--- config.mk ---
export PLATFORM = sky130hd
export DESIGN_NAME = qrs_sqrt
export DESIGN_NICKNAME = d
export VERILOG_FILES = /design/src/rtl/qrs_sqrt.sv
export SDC_FILE = /design/constraint.sdc
export NUM_CORES = 2
export LEC_CHECK = 0
export BUFFER_PORTS_ARGS = -buffer_cell sky130_fd_sc_hd__buf_2
export CAP_MARGIN = 25
export CORE_ASPECT_RATIO = 0.75
export CORE_MARGIN = 2
export CORE_UTILIZATION = 50
export CTS_CLUSTER_DIAMETER = 50
export CTS_CLUSTER_SIZE = 25
export DETAILED_ROUTE_END_ITERATION = 8
export GPL_TIMING_DRIVEN = 0
export PLACE_DENSITY = 0.75
export SLEW_MARGIN = 20
export SYNTH_ARGS = -nofsm -noshare
export SYNTH_HDL_FRONTEND = slang
export SYNTH_SLANG_ARGS = --single-unit
--- constraint.sdc ---
create_clock -name clk -period 5.1 [get_ports clk]
set_input_delay 1.02 -clock clk [delete_from_list [all_inputs] [get_ports clk]]
set_output_delay 1.02 -clock clk [all_outputs]
set_load 0.05 [all_outputs]
--- src/rtl/qrs_sqrt.sv ---
// ----------------------------------------------------------------------------
// qrs_sqrt
// Pipelined integer square root, one result bit per stage (digit by digit,
// restoring). Gives floor(sqrt(rad)) after RW stages; side data rides along.
// ----------------------------------------------------------------------------
module qrs_sqrt #(
	parameter int RW = 33,
	parameter int SW = 8
) (
	input  logic            clk,
	input  logic            arst_n,
	input  logic            en,
	input  logic            in_valid,
	input  logic [2*RW-1:0] rad,
	input  logic [SW-1:0]   side_in,
	output logic            out_valid,
	output logic [RW-1:0]   root,
	output logic [SW-1:0]   side_out
);

	logic            v_s    [0:RW];
	logic [2*RW-1:0] x_s    [0:RW];
	logic [RW:0]     rem_s  [0:RW];
	logic [RW-1:0]   root_s [0:RW];
	logic [SW-1:0]   side_s [0:RW];

	// stage zero is the input itself
	assign v_s[0]    = in_valid;
	assign x_s[0]    = rad;
	assign rem_s[0]  = '0;
	assign root_s[0] = '0;
	assign side_s[0] = side_in;

	for (genvar i = 0; i < RW; i++) begin : g_stage
		logic [RW+2:0] rs;
		logic [RW+2:0] trial;
		logic [RW+2:0] rn;
		logic          ge;

		// bring down two radicand bits, try root*4+1
		always_comb begin
			rs    = {rem_s[i], x_s[i][2*RW-1 -: 2]};
			trial = {1'b0, root_s[i], 2'b01};
			ge    = (rs >= trial);
			rn    = ge ? (rs - trial) : rs;
		end

		always_ff @(posedge clk or negedge arst_n) begin
			if (!arst_n) begin
				v_s[i+1] <= 1'b0;
			end else if (en) begin
				v_s[i+1] <= v_s[i];
			end
		end

		always_ff @(posedge clk) begin
			if (en) begin
				x_s[i+1]    <= {x_s[i][2*RW-3:0], 2'b00};
				rem_s[i+1]  <= rn[RW:0];
				root_s[i+1] <= {root_s[i][RW-2:0], ge};
				side_s[i+1] <= side_s[i];
			end
		end
	end

	assign out_valid = v_s[RW];
	assign root      = root_s[RW];
	assign side_out  = side_s[RW];

endmodule

# == Yosys cells after proc, flatten, opt, wreduce, memory -nomap -nowiden ==
# Cells that the tools add are included.
# word_totals
register_bits,2971
out_inout_bits,42
# op_classes
n_lt_le_gt_ge,33
add_sub_neg,32
n_mux,32
# ops
operator,count
$mux W34,31
$ge A36 B10 Y1,1
$ge A36 B11 Y1,1
$ge A36 B12 Y1,1
$ge A36 B13 Y1,1
$ge A36 B14 Y1,1
$ge A36 B15 Y1,1
$ge A36 B16 Y1,1
$ge A36 B17 Y1,1
$ge A36 B18 Y1,1
$ge A36 B19 Y1,1
$ge A36 B20 Y1,1
$ge A36 B21 Y1,1
$ge A36 B22 Y1,1
$ge A36 B23 Y1,1
$ge A36 B24 Y1,1
$ge A36 B25 Y1,1
$ge A36 B26 Y1,1
$ge A36 B27 Y1,1
$ge A36 B28 Y1,1
$ge A36 B29 Y1,1
$ge A36 B3 Y1,1
$ge A36 B30 Y1,1
$ge A36 B31 Y1,1
43 further kinds,43

# == Depth between registers and ports, before layout ==
# depth
ltp_word,2
ltp_mapped,14
ltp_nobuf,12

# == Least setup slack after synthesis ==
# Ideal clock, no wire load.
# synth_path
path_kind,flip-flop to flip-flop
from,"reg rem_s, in the netlist g_stage[5].rs[13]"
to,"reg rem_s, in the netlist g_stage[6].rs[30], data pin"
stages_incl_launch_ff,10
setup_ns,0.258
n_path_buf,1
arrival_ns,3.374
path_slack_ns,1.468
cell_sequence,edfxtp_1 or4_4 or3_4 or3_4 or3_1 buf_2 or4_4 or3_4 or4_4 xnor2_2
# synth_between
elab_chain_len,2
word_cells_on_any_way,3
cone_classes,add/sub: 1; order compare: 1; mux: 1
# synth_rtl
element,line,source
from (decl),23,logic [RW:0] rem_s [0:RW];
"from (signal, indexed assignment)",59,rem_s[i+1] <= rn[RW:0];
$sub A34 B7 Y34 / $ge A36 B7 Y1 (equally long branches),"45, 44",
$mux W34 (*),45,rn = ge ? (rs - trial) : rs;
net g_stage[5].rn[28],37,logic [RW+2:0] rn;
# The timed path passes the listed nets; every way through them passes the cells marked *.
# A chain may end at the register's enable or synchronous reset.

# == Final worst setup path ==
# layout_path
from,"reg root_s, in the netlist g_stage[26].trial[5]"
to,"reg rem_s, in the netlist g_stage[27].rs[20], data pin"
# layout_between
elab_chain_len,2
word_cells_on_any_way,3
cone_classes,add/sub: 1; order compare: 1; mux: 1
# layout_rtl
element,line,source
from (decl),24,logic [RW-1:0] root_s [0:RW];
"from (signal, indexed assignment)",60,"root_s[i+1] <= {root_s[i][RW-2:0], ge};"
$ge A36 B28 Y1,44,ge = (rs >= trial);
net g_stage[26].ge,38,logic ge;
$mux W34,45,
net g_stage[26].rn[18],37,
# The timed path passes the listed nets, and every way through them passes these cells.

==> results_dict.tcl <==
set metrics [dict create \
    irDropWorstVdd_uv 345 \
    finalPower_uw 65300 \
    power_density_cells_nw_per_um2 445 \
    clkLatencyLatePin_ns 0.92 \
    initial_utilization 0.504 \
    timing.clock.skew_ns 0.0596 \
    deepest_level_of_the_cts_h_tree 4 \
    transition_time_at_the_pin_with_the_least_slew_margin_ns 1.08 \
    status "finished clean" \
    timing_worst_setup_path_type "reg -> reg" \
    postSynth.topFlopCell "sky130_fd_sc_hd__edfxtp_1" \
    crit_required_ns 5.68 \
    fin_ws_ns 0.193 \
    fin_crit_ns 4.91 \
    antenna_found_initial 9 \
    cts_inserted_buffers 224 \
    tritoncts_clock_tree "built" \
    seq_area_frac_synth 0.665 \
    groute.usage.overall 0.198 \
    avg_inst_size_synth_um2 13.3 \
    port_buffers 119 \
    first_global_vias 75623 \
    grt_setup_unrepaired "false" \
    n_diodes 0 \
    worst-path-max-fanout 10 \
    netlist_instances 9962 \
    fmax_ghz 0.204 \
    clk_path_buf_depth 4 \
    cp-start-kind "flop" \
    cts.reportedPaths.clkPinSlew_ns 0.08 \
    timing.critical_path.arrival_ns 5.48 \
    grt_pass1_wl_um 426000 \
    syn-cell-area_um2 133000 \
    synth_common_cells "sky130_fd_sc_hd__edfxtp_1, sky130_fd_sc_hd__inv_1, sky130_fd_sc_hd__nand2_1" \
    maxCapViolations 0 \
    totalWireLength_um 273000 \
    die_area_um2 270000 \
    half_perimeter_wire_length_after_detailed_placement_um 196000 \
    synth.ff_latch_count 2951 \
    cts_root_buf "sky130_fd_sc_hd__clkbuf_16" \
    timing.final.max_slew_violations 0 \
    critical_path.endpoint_type "flop" \
    drt-vias-per-instance 5.59 \
    setup_viol_count_final 0 \
    yosys-top-cells-area "sky130_fd_sc_hd__edfxtp_1, sky130_fd_sc_hd__ha_1, sky130_fd_sc_hd__xnor2_1, sky130_fd_sc_hd__xor2_1, sky130_fd_sc_hd__a21oi_1" \
    timing.final.hold_violations 0 \
    totalNegativeSetupSlack_ns 0 \
    drt.antenna.violating_nets 0 \
    place_worst_setup_slack_ns -0.201 \
    gr-total-overflow 0 \
    syn_to_final_growth_pct 10.3 \
    layout.filler_cells 21182 \
    ioPinCount 120 \
    min-delay-path-class "in -> async" \
    layout_worst_path_cycle_share 0.962 \
    final_nets 11006 \
    async_reset_ff_frac 0.0112 \
    drc 0 \
    number_of_enable_flip_flop_cells_after_synthesis 2918 \
    total_leakage_power_uw 0.0551 \
    synth.largest_area_cell "sky130_fd_sc_hd__edfxtp_1" \
    design.core.area_um2 264000 \
    finalHoldWorstSlack_ns 0.172 \
    maximum_number_of_pins_on_one_net_before_global_route_repair 158 \
    proportion_of_layout_cells_with_a_drive_suffix_above_1 0.0709 \
    drtPass1Iterations 8 \
    postCtsSetupRepairBufs 0 \
    yosysUniqueCellTypes 86 \
    clock_sink_count 2951 \
    drt_first_iter_violations 7313 \
    num_rows 163 \
    die_height_um 451 \
    via_count 78545 \
    gp_congestion 0.898 \
    max-slew-margin-rel 0.261 \
    count_of_warnings_emitted_by_yosys 0 \
    yosys.cell_count.top_type "sky130_fd_sc_hd__edfxtp_1" \
    route.detailed.wl_per_inst_um 19.4 \
    postSynthNetCount 10636 \
    cts-hold-fix-buffers 0 \
    fp.dieW_um 600 \
    post-synth-top-area-fraction 0.659 \
]
==> cell usage in the layout, fill, tap and decap left out, drive strengths merged, types with 117 or more instances in the layout <==
cell	n
nand2b	117
nor2	558
buf	169
nand2	671
xor2	421
nor3	220
or3	120
edfxtp	2918
xnor2	444
a21o	230
nor4	149
nand3	149
ha	596
a21oi	637
o21ai	524
inv	843
clkbuf	417
==> cell families (layout without fill, tap and decap cells) <==
logic type | count (synthesis) | count (layout) | share of synthesized area
XOR/XNOR | 865 | 865 | 0.0570
AO/OA/AOI/OAI | 1997 | 1997 | 0.0926
other | 1 | 1 | 0.0000282
flip-flops | 2951 | 2951 | 0.665
AND/OR/NAND/NOR | 2472 | 2472 | 0.0918
adder cells (fa/ha/maj) | 596 | 596 | 0.0561
multiplexers | 120 | 120 | 0.0101
buffers and inverters | 960 | 1512 | 0.0273
==> what timing repair did <==
action                                 4_1_cts  5_1_grt
setup endpoints to repair                   10       39
gates cloned                                 0        0
gates resized for setup                      1        6
pin swaps                                    0        0
endpoints found under the hold margin        0        0
==> worst max-delay path, stage by stage (launching register included) <==
cell and delay (ns):
sky130_fd_sc_hd__edfxtp_1 0.41, sky130_fd_sc_hd__inv_1 0.07, sky130_fd_sc_hd__ha_1 0.37, sky130_fd_sc_hd__nand4_1 0.15
sky130_fd_sc_hd__nor3_1 0.68, sky130_fd_sc_hd__o21ai_0 0.28, sky130_fd_sc_hd__o211ai_1 0.32, sky130_fd_sc_hd__a31oi_1 0.34
sky130_fd_sc_hd__o21a_1 0.41, sky130_fd_sc_hd__inv_1 0.18, sky130_fd_sc_hd__clkbuf_1 0.59, sky130_fd_sc_hd__clkbuf_1 0.62
sky130_fd_sc_hd__a21oi_1 0.19
==> path summary, 6_finish.rpt <==
path	slack [ns]	from	depth (start not counted)	end
setup / recovery	0.19	g_stage[26].trial[5]$_DFFE_PP_	12	g_stage[27].rs[20]$_DFFE_PP_
hold / removal	0.17	arst_n	1	v_s[25]$_DFFE_PN0P_
setup reg to reg	0.19	g_stage[26].trial[5]$_DFFE_PP_	12	g_stage[27].rs[20]$_DFFE_PP_
hold reg to reg	0.41	x_s[1924]$_DFFE_PP_	0	x_s[1860]$_DFFE_PP_
max in group asynchronous	4.47	arst_n	1	v_s[1]$_DFFE_PN0P_
min in group clk	0.25	rad[42]	1	x_s[2156]$_DFFE_PP_
==> routing by layer <==
metal | GRT usage | vias to the layer above | routed length (um)
met3 | 0.0281 | 336 | 15100
met2 | 0.299 | 1967 | 120000
met1 | 0.307 | 38456 | 133000
li1 | - | 37786 | -
met5 | 0 | - | 0
met4 | 0.0393 | 0 | 4820
==> stage by stage <==
stage | utilization | instance area, um^2 | std cells
2_1_floorplan | - | 133000 | 9962
3_3_place_gp | 0.523 | 138000 | 13628
3_5_place_dp | 0.526 | 139000 | 13652
4_1_cts | 0.556 | 147000 | 14060
5_1_grt | 0.556 | 147000 | 14061
6_report | 0.556 | 147000 | 14061
==> flip-flops by register name, indices dropped and copies added (netlist names) <==
register / count
g_stage.rs: 1101
g_stage.trial: 528
out_valid: 1
root: 33
side_out: 8
side_s: 256
v_s: 32
x_s: 992
==> power by group <==
| part | total [uW] | internal (uW) | switching (uW) |
|---|---|---|---|
| logic | 14000 | 5710 | 8260 |
| registers | 32500 | 30600 | 1920 |
| clock network | 18900 | 9250 | 9610 |
| total | 65300 | 45500 | 19800 |
==> cell type report <==
cell class | count | area (um^2) | area share
inverters | 758 | 2850 | 0.0194
multi-input cells | 6051 | 40900 | 0.279
flip-flops and latches | 2951 | 88400 | 0.603
clock buffers | 240 | 5750 | 0.0392
well taps | 3547 | 4440 | 0.0303
clock inverters | 168 | 2290 | 0.0156
plain buffers | 201 | 792 | 0.00540
repair buffers | 145 | 1220 | 0.00829
No activity file was read; power rests on OpenSTA's default activity.
